`src/hw/rtl/b64_pkg.sv`:
```
// ----------------------------------------------------------------------------
// b64_pkg
// Shared types, constants and alphabet functions of the Base64 codec.
// ----------------------------------------------------------------------------
package b64_pkg;

	localparam logic       MODE_ENCODE = 1'b0;
	localparam logic       MODE_DECODE = 1'b1;
	localparam logic [7:0] PAD_CHAR    = 8'h3D;

	localparam int FIFO_DEPTH = 2;
	localparam int FIFO_AW    = $clog2(FIFO_DEPTH);
	localparam int FIFO_CW    = $clog2(FIFO_DEPTH + 1);

	// One input item's worth of results: up to four bytes.
	typedef struct packed {
		logic [3:0][7:0] data;
		logic [1:0]      last_idx;
		logic            done;
	} job_t;

	typedef struct packed {
		logic       ok;
		logic [5:0] val;
	} sextet_t;

	function automatic logic [7:0] b64_char(input logic [5:0] v);
		logic [7:0] r;
		if (v < 6'd26) begin
			r = {2'b00, v} + 8'h41;
		end else if (v < 6'd52) begin
			r = {2'b00, v} + 8'h47;
		end else if (v < 6'd62) begin
			r = {2'b00, v} - 8'h04;
		end else if (v == 6'd62) begin
			r = 8'h2B;
		end else begin
			r = 8'h2F;
		end
		return r;
	endfunction

	function automatic sextet_t b64_sextet(input logic [7:0] c);
		sextet_t r;
		r.ok  = 1'b1;
		r.val = 6'd0;
		if (c >= 8'h41 && c <= 8'h5A) begin
			r.val = 6'(c - 8'h41);
		end else if (c >= 8'h61 && c <= 8'h7A) begin
			r.val = 6'(c - 8'h47);
		end else if (c >= 8'h30 && c <= 8'h39) begin
			r.val = 6'(c + 8'h04);
		end else if (c == 8'h2B) begin
			r.val = 6'd62;
		end else if (c == 8'h2F) begin
			r.val = 6'd63;
		end else begin
			r.ok = 1'b0;
		end
		return r;
	endfunction

endpackage

```
`src/hw/rtl/b64_if.sv`:
```
// ----------------------------------------------------------------------------
// b64_in_if / b64_out_if
// Valid/ready channels of the Base64 codec.
// ----------------------------------------------------------------------------
interface b64_in_if;
	logic       valid;
	logic       ready;
	logic [7:0] in_byte;
	logic       msg_end;

	modport source (output valid, output in_byte, output msg_end, input ready);
	modport sink   (input valid, input in_byte, input msg_end, output ready);
endinterface

interface b64_out_if;
	logic       valid;
	logic       ready;
	logic [7:0] out_byte;
	logic       run_last;
	logic       msg_done;

	modport source (output valid, output out_byte, output run_last, output msg_done,
		input ready);
	modport sink   (input valid, input out_byte, input run_last, input msg_done,
		output ready);
endinterface

```
`src/hw/rtl/b64_front.sv`:
```
// ----------------------------------------------------------------------------
// b64_front
// Accepts items, keeps the group state and builds one job per item that
// produces results.
// ----------------------------------------------------------------------------
module b64_front
	import b64_pkg::*;
(
	input  logic           clk,
	input  logic           arst_n,
	input  logic           cfg_we,
	input  logic           cfg_wdata,
	b64_in_if.sink         in_ch,
	input  logic           job_full,
	output logic           job_push,
	output job_t           job
);

	logic        mode_q;
	logic [23:0] gb_q;
	logic [1:0]  cnt_q;
	logic        halted_q;

	logic        accept;
	logic [23:0] enc_gb, enc_g;
	logic [1:0]  enc_cnt;
	logic        enc_full;
	sextet_t     sx;
	logic        dec_ok;
	logic [23:0] dec_gb, eff_gb, flush_g;
	logic [1:0]  dec_cnt, eff_cnt;
	logic        dec_full, dec_flush;
	logic        emit;

	assign in_ch.ready = !job_full;
	assign accept      = in_ch.valid && !job_full;

	assign enc_gb   = {gb_q[15:0], in_ch.in_byte};
	assign enc_cnt  = cnt_q + 2'd1;
	assign enc_full = (enc_cnt == 2'd3);

	assign sx        = b64_sextet(in_ch.in_byte);
	assign dec_ok    = !halted_q && sx.ok;
	assign dec_gb    = {gb_q[17:0], sx.val};
	assign dec_cnt   = cnt_q + 2'd1;
	assign eff_gb    = dec_ok ? dec_gb : gb_q;
	assign eff_cnt   = dec_ok ? dec_cnt : cnt_q;
	assign dec_full  = dec_ok && (dec_cnt == 2'd0);
	assign dec_flush = in_ch.msg_end && (eff_cnt > 2'd1);
	assign flush_g   = (eff_cnt == 2'd2) ? {eff_gb[11:0], 12'h000} : {eff_gb[17:0], 6'h00};

	always_comb begin
		unique case (enc_cnt)
			2'd1:    enc_g = {enc_gb[7:0], 16'h0000};
			2'd2:    enc_g = {enc_gb[15:0], 8'h00};
			default: enc_g = enc_gb;
		endcase
	end

	always_comb begin
		job.done = in_ch.msg_end;
		if (mode_q == MODE_ENCODE) begin
			emit         = enc_full || in_ch.msg_end;
			job.last_idx = 2'd3;
			for (int k = 0; k < 4; k++) begin
				job.data[3 - k] = (k <= int'(enc_cnt)) ? b64_char(enc_g[23 - 6 * k -: 6])
					: PAD_CHAR;
			end
		end else begin
			emit = dec_full || dec_flush;
			if (dec_full) begin
				job.data     = {eff_gb[23:16], eff_gb[15:8], eff_gb[7:0], 8'h00};
				job.last_idx = 2'd2;
			end else begin
				job.data     = {flush_g[23:16], flush_g[15:8], 16'h0000};
				job.last_idx = eff_cnt - 2'd2;
			end
		end
	end

	assign job_push = accept && emit;

	always_ff @(posedge clk or negedge arst_n) begin
		if (!arst_n) begin
			mode_q   <= MODE_ENCODE;
			gb_q     <= '0;
			cnt_q    <= '0;
			halted_q <= 1'b0;
		end else if (cfg_we) begin
			mode_q   <= cfg_wdata;
			gb_q     <= '0;
			cnt_q    <= '0;
			halted_q <= 1'b0;
		end else if (accept) begin
			if (in_ch.msg_end) begin
				gb_q     <= '0;
				cnt_q    <= '0;
				halted_q <= 1'b0;
			end else if (mode_q == MODE_ENCODE) begin
				gb_q  <= enc_full ? 24'h000000 : enc_gb;
				cnt_q <= enc_full ? 2'd0 : enc_cnt;
			end else begin
				gb_q     <= dec_full ? 24'h000000 : eff_gb;
				cnt_q    <= eff_cnt;
				halted_q <= halted_q || !sx.ok;
			end
		end
	end

endmodule

```
`src/hw/rtl/b64_fifo.sv`:
```
// ----------------------------------------------------------------------------
// b64_fifo
// Short job queue between the front and the back.
// ----------------------------------------------------------------------------
module b64_fifo
	import b64_pkg::*;
(
	input  logic clk,
	input  logic arst_n,
	input  logic push,
	input  job_t push_data,
	output logic full,
	input  logic pop,
	output job_t head,
	output logic head_valid
);

	job_t               mem_q [FIFO_DEPTH];
	logic [FIFO_AW-1:0] wr_ptr_q, rd_ptr_q;
	logic [FIFO_CW-1:0] cnt_q;

	assign full       = (cnt_q == FIFO_CW'(FIFO_DEPTH));
	assign head_valid = (cnt_q != '0);
	assign head       = mem_q[rd_ptr_q];

	always_ff @(posedge clk) begin
		if (push) begin
			mem_q[wr_ptr_q] <= push_data;
		end
	end

	always_ff @(posedge clk or negedge arst_n) begin
		if (!arst_n) begin
			wr_ptr_q <= '0;
			rd_ptr_q <= '0;
			cnt_q    <= '0;
		end else begin
			if (push) begin
				wr_ptr_q <= wr_ptr_q + FIFO_AW'(1);
			end
			if (pop) begin
				rd_ptr_q <= rd_ptr_q + FIFO_AW'(1);
			end
			if (push && !pop) begin
				cnt_q <= cnt_q + FIFO_CW'(1);
			end else if (pop && !push) begin
				cnt_q <= cnt_q - FIFO_CW'(1);
			end
		end
	end

endmodule

```
`src/hw/rtl/b64_back.sv`:
```
// ----------------------------------------------------------------------------
// b64_back
// Walks the head job byte by byte into the output register.
// ----------------------------------------------------------------------------
module b64_back
	import b64_pkg::*;
(
	input  logic      clk,
	input  logic      arst_n,
	input  job_t      head,
	input  logic      head_valid,
	output logic      pop,
	b64_out_if.source out_ch
);

	logic [1:0] idx_q;
	logic       out_valid_q;
	logic [7:0] out_byte_q;
	logic       run_last_q;
	logic       msg_done_q;
	logic       load;
	logic       last;

	assign load = head_valid && (!out_valid_q || out_ch.ready);
	assign last = (idx_q == head.last_idx);
	assign pop  = load && last;

	assign out_ch.valid    = out_valid_q;
	assign out_ch.out_byte = out_byte_q;
	assign out_ch.run_last = run_last_q;
	assign out_ch.msg_done = msg_done_q;

	always_ff @(posedge clk or negedge arst_n) begin
		if (!arst_n) begin
			idx_q       <= '0;
			out_valid_q <= 1'b0;
		end else begin
			if (load) begin
				out_valid_q <= 1'b1;
				idx_q       <= last ? 2'd0 : idx_q + 2'd1;
			end else if (out_ch.ready) begin
				out_valid_q <= 1'b0;
			end
		end
	end

	always_ff @(posedge clk) begin
		if (load) begin
			out_byte_q <= head.data[2'd3 - idx_q];
			run_last_q <= last;
			msg_done_q <= last && head.done;
		end
	end

endmodule

```
`src/hw/rtl/base64_codec_core.sv`:
```
// ----------------------------------------------------------------------------
// base64_codec_core
// Streaming Base64 codec (standard alphabet, '=' padding).
//
// in_ch carries one byte per transfer plus msg_end. out_ch carries one byte
// per transfer with run_last on the last result of an input transfer and
// msg_done on the last result of a message. cfg_we/cfg_wdata set the mode
// (0 encode, 1 decode) and drop any open group.
// A result passes the job queue and then the output register before it is
// valid on out_ch.
// Throughput: one result per cycle while out_ch is ready, set by the single
// output register. Encode then takes three bytes per four results and decode
// one character per cycle. A two-entry job queue lets input run ahead of the output.
// Reset clears mode to encode and empties group state, queue and output.
// When out_ch stalls, the output holds, the queue fills and in_ch.ready
// drops; nothing is lost.
// ----------------------------------------------------------------------------
module base64_codec_core
	import b64_pkg::*;
(
	input  logic      clk,
	input  logic      arst_n,
	input  logic      cfg_we,
	input  logic      cfg_wdata,
	b64_in_if.sink    in_ch,
	b64_out_if.source out_ch
);

	logic job_full, job_push, pop, head_valid;
	job_t job, head;

	b64_front u_front (
		.clk       (clk),
		.arst_n    (arst_n),
		.cfg_we    (cfg_we),
		.cfg_wdata (cfg_wdata),
		.in_ch     (in_ch),
		.job_full  (job_full),
		.job_push  (job_push),
		.job       (job)
	);

	b64_fifo u_fifo (
		.clk        (clk),
		.arst_n     (arst_n),
		.push       (job_push),
		.push_data  (job),
		.full       (job_full),
		.pop        (pop),
		.head       (head),
		.head_valid (head_valid)
	);

	b64_back u_back (
		.clk        (clk),
		.arst_n     (arst_n),
		.head       (head),
		.head_valid (head_valid),
		.pop        (pop),
		.out_ch     (out_ch)
	);

endmodule

```
`src/flat_wrapper.sv`:
```
// flat-port wrapper written by rule: the top's interface ports become plain ports
module base64_codec_core_flat import b64_pkg::*;
  (clk, arst_n, cfg_we, cfg_wdata, in_ch_valid, in_ch_in_byte, in_ch_msg_end, in_ch_ready, out_ch_valid, out_ch_out_byte, out_ch_run_last, out_ch_msg_done, out_ch_ready);
  b64_in_if in_ch_i ();
  b64_out_if out_ch_i ();
  input  logic clk;
  input  logic arst_n;
  input  logic cfg_we;
  input  logic cfg_wdata;
  input wire logic [$bits(in_ch_i.valid)-1:0] in_ch_valid;
  input wire logic [$bits(in_ch_i.in_byte)-1:0] in_ch_in_byte;
  input wire logic [$bits(in_ch_i.msg_end)-1:0] in_ch_msg_end;
  output wire logic [$bits(in_ch_i.ready)-1:0] in_ch_ready;
  output wire logic [$bits(out_ch_i.valid)-1:0] out_ch_valid;
  output wire logic [$bits(out_ch_i.out_byte)-1:0] out_ch_out_byte;
  output wire logic [$bits(out_ch_i.run_last)-1:0] out_ch_run_last;
  output wire logic [$bits(out_ch_i.msg_done)-1:0] out_ch_msg_done;
  input wire logic [$bits(out_ch_i.ready)-1:0] out_ch_ready;
  assign in_ch_i.valid = in_ch_valid;
  assign in_ch_i.in_byte = in_ch_in_byte;
  assign in_ch_i.msg_end = in_ch_msg_end;
  assign in_ch_ready = in_ch_i.ready;
  assign out_ch_valid = out_ch_i.valid;
  assign out_ch_out_byte = out_ch_i.out_byte;
  assign out_ch_run_last = out_ch_i.run_last;
  assign out_ch_msg_done = out_ch_i.msg_done;
  assign out_ch_i.ready = out_ch_ready;
  base64_codec_core u_core (.clk(clk), .arst_n(arst_n), .cfg_we(cfg_we), .cfg_wdata(cfg_wdata), .in_ch(in_ch_i), .out_ch(out_ch_i));
endmodule
```
`config.mk`:
```
export PLATFORM = sky130hd
export DESIGN_NAME = base64_codec_core_flat
export DESIGN_NICKNAME = d
export VERILOG_FILES = /design/src/hw/rtl/b64_pkg.sv /design/src/hw/rtl/b64_if.sv /design/src/hw/rtl/b64_front.sv /design/src/hw/rtl/b64_fifo.sv /design/src/hw/rtl/b64_back.sv /design/src/hw/rtl/base64_codec_core.sv /design/src/flat_wrapper.sv
export SDC_FILE = /design/constraint.sdc
export NUM_CORES = 1
export LEC_CHECK = 0
export ABC_AREA = 1
export BUFFER_PORTS_ARGS = -buffer_cell sky130_fd_sc_hd__buf_2
export CORE_MARGIN = 5
export CORE_UTILIZATION = 25
export CTS_CLUSTER_DIAMETER = 200
export DETAILED_ROUTE_END_ITERATION = 6
export PLACE_DENSITY_LB_ADDON = 0.2
export REMOVE_ABC_BUFFERS = 1
export SYNTH_ARGS = -nofsm -noshare
export SYNTH_HDL_FRONTEND = slang
export SYNTH_SLANG_ARGS = --single-unit
```
`constraint.sdc`:
```
create_clock -name clk -period 5.6 [get_ports clk]
set_clock_uncertainty 0.1 [all_clocks]
set_input_delay 0.56 -clock clk [delete_from_list [all_inputs] [get_ports clk]]
set_output_delay 0.56 -clock clk [all_outputs]
set_load 0.005 [all_outputs]
```
# Yosys cells after proc, flatten, opt, wreduce, memory -nomap -nowiden
# Memories as Yosys holds them, arrays and structs flattened.
# Index checks and enable logic that the tools add are counted.
word_totals:
  ff_bits: 45
  inputBits: 15
  mem_bits_rw: 70
  elab_cells: 161
  memories: 1
classes:
  magnitude_cmp: 23
  add_sub_neg: 23
  reduce_logical: 30
  n_eq_ne: 12
  n_mux: 60
memory_table:
  columns: ["memory", "words", "width", "rd", "rd_ports_with_merged_regs", "write_ports", "line_no", "source"]
  rows:
  - ["u_core.u_fifo.mem_q", 2, 35, 1, 0, 1, "b64_fifo.sv:18", "job_t mem_q [FIFO_DEPTH];"]
ops:
  columns: ["cell", "count"]
  rows:
  - ["24-bit 2-to-1 mux", 8]
  - ["8-bit 2-to-1 mux", 16]
  - ["34-bit 2-to-1 mux", 2]
  - ["6-bit by 7-bit adder with 8-bit output (second input constant)", 8]
  - ["6-bit less-than comparator (second input constant)", 8]
  - ["24-bit one-hot mux with 2 select lines", 1]
  - ["6-bit 2-to-1 mux", 5]
  - ["6-bit by 3-bit subtractor with 7-bit output (second input constant)", 4]
  - ["6-bit equality test (second input constant)", 4]
  - ["6-bit by 5-bit less-than comparator with 1-bit output (second input constant)", 4]
  - ["2-bit 2-to-1 mux", 9]
  - ["8-bit binary-select mux with 2-bit select", 1]
  - ["8-bit by 6-bit equality test with 1-bit output (second input constant)", 2]
  - ["8-bit by 7-bit >= comparator with 1-bit output (second input constant)", 2]
  - ["8-bit by 7-bit <= comparator with 1-bit output (second input constant)", 2]
  - ["1-bit 2-to-1 mux", 14]
  - ["1-bit logical AND", 13]
  - ["3-bit 2-to-1 mux", 4]
  - ["2-bit equality test (second input constant)", 4]
  - ["8-bit by 6-bit >= comparator with 1-bit output (second input constant)", 1]
  - ["8-bit by 6-bit <= comparator with 1-bit output (second input constant)", 1]
  - ["2-bit nonzero test", 4]
  - ["2-bit by 1-bit adder with 2-bit output (second input constant)", 3]
  - ["6-bit by 3-bit adder with 6-bit output (second input constant)", 1]
  - ["17 further kinds", 27]

# Depth between registers and ports, before layout
depth:
  depth_word: 17
  mapped_depth: 22
  mapped_depth_nobuf: 21

# Cells and area by module
# Synthesis repeated with hierarchy kept, for this count alone.
hier_totals:
  cells_unflattened: 1054
  area_unflattened_um2: 8336.7
by_module_without_submodules:
  columns: ["mod", "cells_per_inst", "area_each_um2", "n_inst", "seq_area_each_um2"]
  rows:
  - ["b64_front", 836, 4708.3, 1, 550.5]
  - ["b64_fifo", 134, 2882.8, 1, 2202.1]
  - ["b64_back", 84, 745.7, 1, 375.4]

# Worst setup path after synthesis
# OpenSTA, ideal clock, no wires.
synth_timing:
  path_kind: "in2reg"
  start: "in in_ch_in_byte[1]"
  end: "mem u_core.u_fifo.mem_q[1][0] (netlist bit), enable pin"
  cell_stages: 17
  arrival_ns: 3.640
  t_required_ns: 5.073
  n_path_buf: 1
  setup_slack_ns: 1.433
  setup_time_ns: 0.427
  path_cell_list: "buf_2 inv_1 ha_1 inv_1 nand2_1 nand2_1 o21ai_1 nand2_1 nand2_4 nand2_8 nand2_4 nand2_2 nand2_4 nand2_1 nand2_1 nand2_1 nor2_1"
synth_via:
  elab_chain_cells: 15
synth_rtl:
  columns: ["item", "line_no", "source"]
  rows:
  - ["start, declared", "flat_wrapper.sv:11", "input wire logic [$bits(in_ch_i.in_byte)-1:0] in_ch_in_byte;"]
  - ["parallel branches: the longest is 5 deep, another holds 8-bit by 6-bit >= comparator with 1-bit output", null, null]
  - ["1-bit 2-to-1 mux *", "b64_pkg.sv:47", "if (c >= 8'h41 && c <= 8'h5A) begin"]
  - ["1-bit logical AND *", "b64_front.sv:43", "assign dec_ok = !halted_q && sx.ok;"]
  - ["2-bit 2-to-1 mux", "b64_front.sv:47", "assign eff_cnt = dec_ok ? dec_cnt : cnt_q;"]
  - ["2-bit by 1-bit > comparator with 1-bit output", "b64_front.sv:49", "assign dec_flush = in_ch.msg_end && (eff_cnt > 2'd1);"]
  - ["1-bit logical AND", "b64_front.sv:49", null]
  - ["1-bit logical OR *", "b64_front.sv:70", "emit = dec_full || dec_flush;"]
  - ["1-bit 2-to-1 mux *", "b64_front.sv:62", "if (mode_q == MODE_ENCODE) begin"]
  - ["1-bit logical AND *", "b64_front.sv:81", "assign job_push = accept && emit;"]
  - ["1-bit 2-to-1 mux *", "b64_fifo.sv:27", "if (push) begin"]
  - ["1-bit 2-to-1 mux (not written as such) *", "b64_fifo.sv:28", "mem_q[wr_ptr_q] <= push_data;"]
  - ["end, declared", "b64_fifo.sv:18", null]
# Every way passes the cells marked *.

==> summary.md <==
| Metric | Value |
|---|---|
| Post-place setup slack | ~1.4 ns |
| Via count | about 7200 |
| Fin crit share | 0.693 |
| Vias in the first global route | approximately 7000 |
| Final hold slack | around 0.19 ns |
| CTS tree | yes |
| Leak Pwr | 0.00373 uW |
| Slew @ Worst Pin | 1.01 ns |
| H-tree Lvls | 3 |
| Core region area | 0.0314 sq mm |
| Deepest clock path buffer count | 2 |
| Synthesized area | ~0.008 sq mm |
| Startpoint types | flop |
| WL final | 25400 microns |
| # fillers | between 3000 and 4000 |
| Io pins | 27 |
| Antenna cells | 0 |
| Crit. End Element | flop |
| Largest net degree at the start of global routing | 40 |
| WP buf/inv | 3 |
| Routability cong. | just under 0.9 |
| Post-CTS setup buffers | 0 |
| Yosys top cell by area | edfxtp_1 |
| Worst-path clk slew | around 0.080 ns |
| Post-route ant nets | 0 |
| Fmax | 0.258 GHz |
| Routed len/inst | 17.2 microns |
| Post-synthesis register bit count | 109 |
| Worst min path class | input pin to async pin |
| Top cells by count, synth | nand2_1 (309), nor2_1 (115), nand3_1 (99) |
| IO Port Bufs | 26 |
| Root Driver | clkbuf_16 |
| Initial antenna violation count | 0 |
| Worst Path Required | 5.58 ns |
| Post-cts resize count | 0 |
| TNS Setup | 0 ns |
| Most frequent CP cell | inv_1 |
| Delay of the slowest cell on the worst path | 0.54 ns |
| RSZ-0062 raised after global routing | false |
| Share of cells above drive strength 1 | 0.0872 |
| Total gr overflow | 0 |
| Area share of the largest cell type after synthesis | 0.304 |
| Hold Violations, Final | 0 |
| Delay-heaviest family, CP | simple AND/OR/NAND/NOR gates |
| HPWL after DPL | 18800 microns |
| Area of the multi-input gates | roughly 0.0042 sq mm |
| First-pass GRT wire length | between 40000 and 50000 microns |
| Slew Limit Fails | 0 |
| Critical Path, Cell by Cell | inv_1, ha_1, nor2_4, nand2_1, o21ai_1, inv_1, ha_1, nand3b_2, inv_1, nand2_1, a21oi_1, nor2_1, a21oi_1, o21ai_0 |
| Top-count cell post-synth | nand2_1 |
| Initial core utilization | 0.252 |
| Seq. cell area | 0.00313 sq mm |
| Dominant synthesized flop cell | edfxtp_1 |
| Fin nets | 1123 |
| Slew headroom | 0.324 |
| Critical path class | flop to flop |
| DIE AREA | 0.0353 sq mm |
| Distinct cell type count after synthesis | 46 |
| Syn-to-layout area delta | 10.0% |
| Die Wd | approximately 190 microns |
| GRT Overall Usage | 0.143 |
| Post-synthesis sequential area ratio | 0.396 |
| Async SR Flop Fraction | 0.266 |
| Yosys warning count | 0 |
| Syn avg cell area | 7.39 sq um |
| Cells after Synth | roughly 1100 |
| Std cell rows | 65 |
| Power per cell area | between 300 and 400 mW/mm^2 |
| Worst Path Max Fanout | 18 |
| Die Y | 188 microns |
| Peak supply drop | 157 uV |
| Hold buffer count at CTS | 0 |
| Crit path time final | just under 4 ns |
| Pwr Total | 3060 uW |
| Status | complete, no violations |
| Final setup fails | 0 |
| Max cap viols | 0 |
| Clock Sinks | approximately 110 |
| Clock Latency Late Sink | roughly 0.36 ns |
| Residual DRC | 0 |
| Top cells by area, synth | edfxtp_1 (30%), nand2_1 (15%), dfrtp_1 (9.2%) |
| Final core area utilization | 0.277 |
| CTS Buf Count | 9 |
| Vias/cell | between 4 and 5 |
| Router iterations before antenna repair | 5 |
| Post-synth EDFFs | 80 |
| Initial detailed-routing violation count | between 500 and 600 |
| Slowest CP cell | nor2_4 |
| Final WS setup | around 1.7 ns |
| Worst Path Arrival | between 3 and 4 ns |
-- metal layers --
layer / wire length (microns) / track usage / share of wire / vias to the layer above
li1: - / - / - / 3564
met1: 12100 / 0.195 / 0.48 / 3450
met2: 12000 / 0.238 / 0.47 / 175
met3: 957 / 0.0210 / 0.038 / 24
met4: 375 / 0.0330 / 0.015 / 0
met5: 0 / 0 / 0 / -
-- where the power goes --
part	internal, uW	total [uW]	switching (uW)
combinational	367	1240	870
sequential	1070	1140	67.4
clock	369	690	321
total	1810	3060	1260
-- cell usage in the layout, fill, tap and decap left out, types with 2 or more instances in the layout --
master     Yosys  layout
a21oi_1       42      42
a21oi_2        2       2
a22oi_1        3       3
a31oi_1       12      12
buf_2          7      26
buf_4          8       8
clkbuf_16      0       9
clkinv_1       3       3
dfrtp_1       29      29
edfxtp_1      80      80
ha_1          35      35
inv_1         91      91
inv_2          9       9
inv_4          2       2
nand2_1      309     309
nand2_2        6       6
nand2_4        5       5
nand3_1       99      99
nand4_1       14      14
nor2_1       115     114
nor2_2         3       3
nor2_4         5       6
nor3_1         7       7
nor4_1         2       2
o211ai_1       4       4
o21ai_0       83      83
o21ai_1       14      14
o21ai_2        3       3
o22ai_1       11      11
o32ai_1        3       3
xnor2_1       10      10
xor2_1        15      15
-- registers in the layout (all words and copies together), names as in the netlist --
| register | cells |
|---|---|
| u_core.u_fifo.cnt_q | 2 |
| u_core.u_front.gb_q | 18 |
| u_core.u_fifo.wr_ptr_q | 1 |
| u_core.u_back.out_ch.valid | 1 |
| u_core.u_back.out_ch.out_byte | 8 |
| u_core.u_front.mode_q | 1 |
| u_core.u_back.out_ch.run_last | 1 |
| u_core.u_back.idx_q | 2 |
| u_core.u_back.out_ch.msg_done | 1 |
| u_core.u_fifo.mem_q | 70 |
| u_core.u_front.cnt_q | 2 |
| u_core.u_fifo.rd_ptr_q | 1 |
| u_core.u_front.halted_q | 1 |
-- metrics by stage --
stage,cells,instance area (sq um)
after floorplan,1028,7680
after global placement,1464,8380
after detailed placement,1464,8380
after CTS,1480,8700
after global routing,1480,8700
final,1480,8700
-- worst paths after layout --
check                           slack [ns]                    endpoint                     from  depth (start not counted)
worst max register to register        1.72  u_core.u_fifo.mem_q[0][20]  u_core.u_front.cnt_q[0]                         14
worst min-delay path                  0.19      u_core.u_fifo.rd_ptr_q                   arst_n                          1
min in group clk                      0.28  u_core.u_back.out_ch.valid             out_ch_ready                          2
worst max-delay path                  1.72  u_core.u_fifo.mem_q[0][20]  u_core.u_front.cnt_q[0]                         14
max in group asynchronous             4.66      u_core.u_front.gb_q[3]                   arst_n                          1
worst min register to register        0.37      u_core.u_fifo.cnt_q[0]   u_core.u_fifo.cnt_q[0]                          1
-- cells by family after synthesis --
| family | share of synthesized area |
|---|---|
| and+or+nand+nor | 0.311 |
| AOI/OAI and AO/OA | 0.131 |
| buffers and inverters | 0.0792 |
| DFF | 0.396 |
| adders and majority gates | 0.0554 |
| xor gates and xnor gates | 0.0277 |
-- layout make-up --
| type | instances | area share |
|---|---|---|
| multi-input combinational | 814 | 0.478 |
| clock buffer | 10 | 0.0275 |
| sequential | 109 | 0.360 |
| tap | 402 | 0.0578 |
| inverter | 105 | 0.0459 |
| timing repair buffer | 34 | 0.0219 |
| clock inverter | 6 | 0.00921 |
No activity file was read; power rests on OpenSTA's default activity.
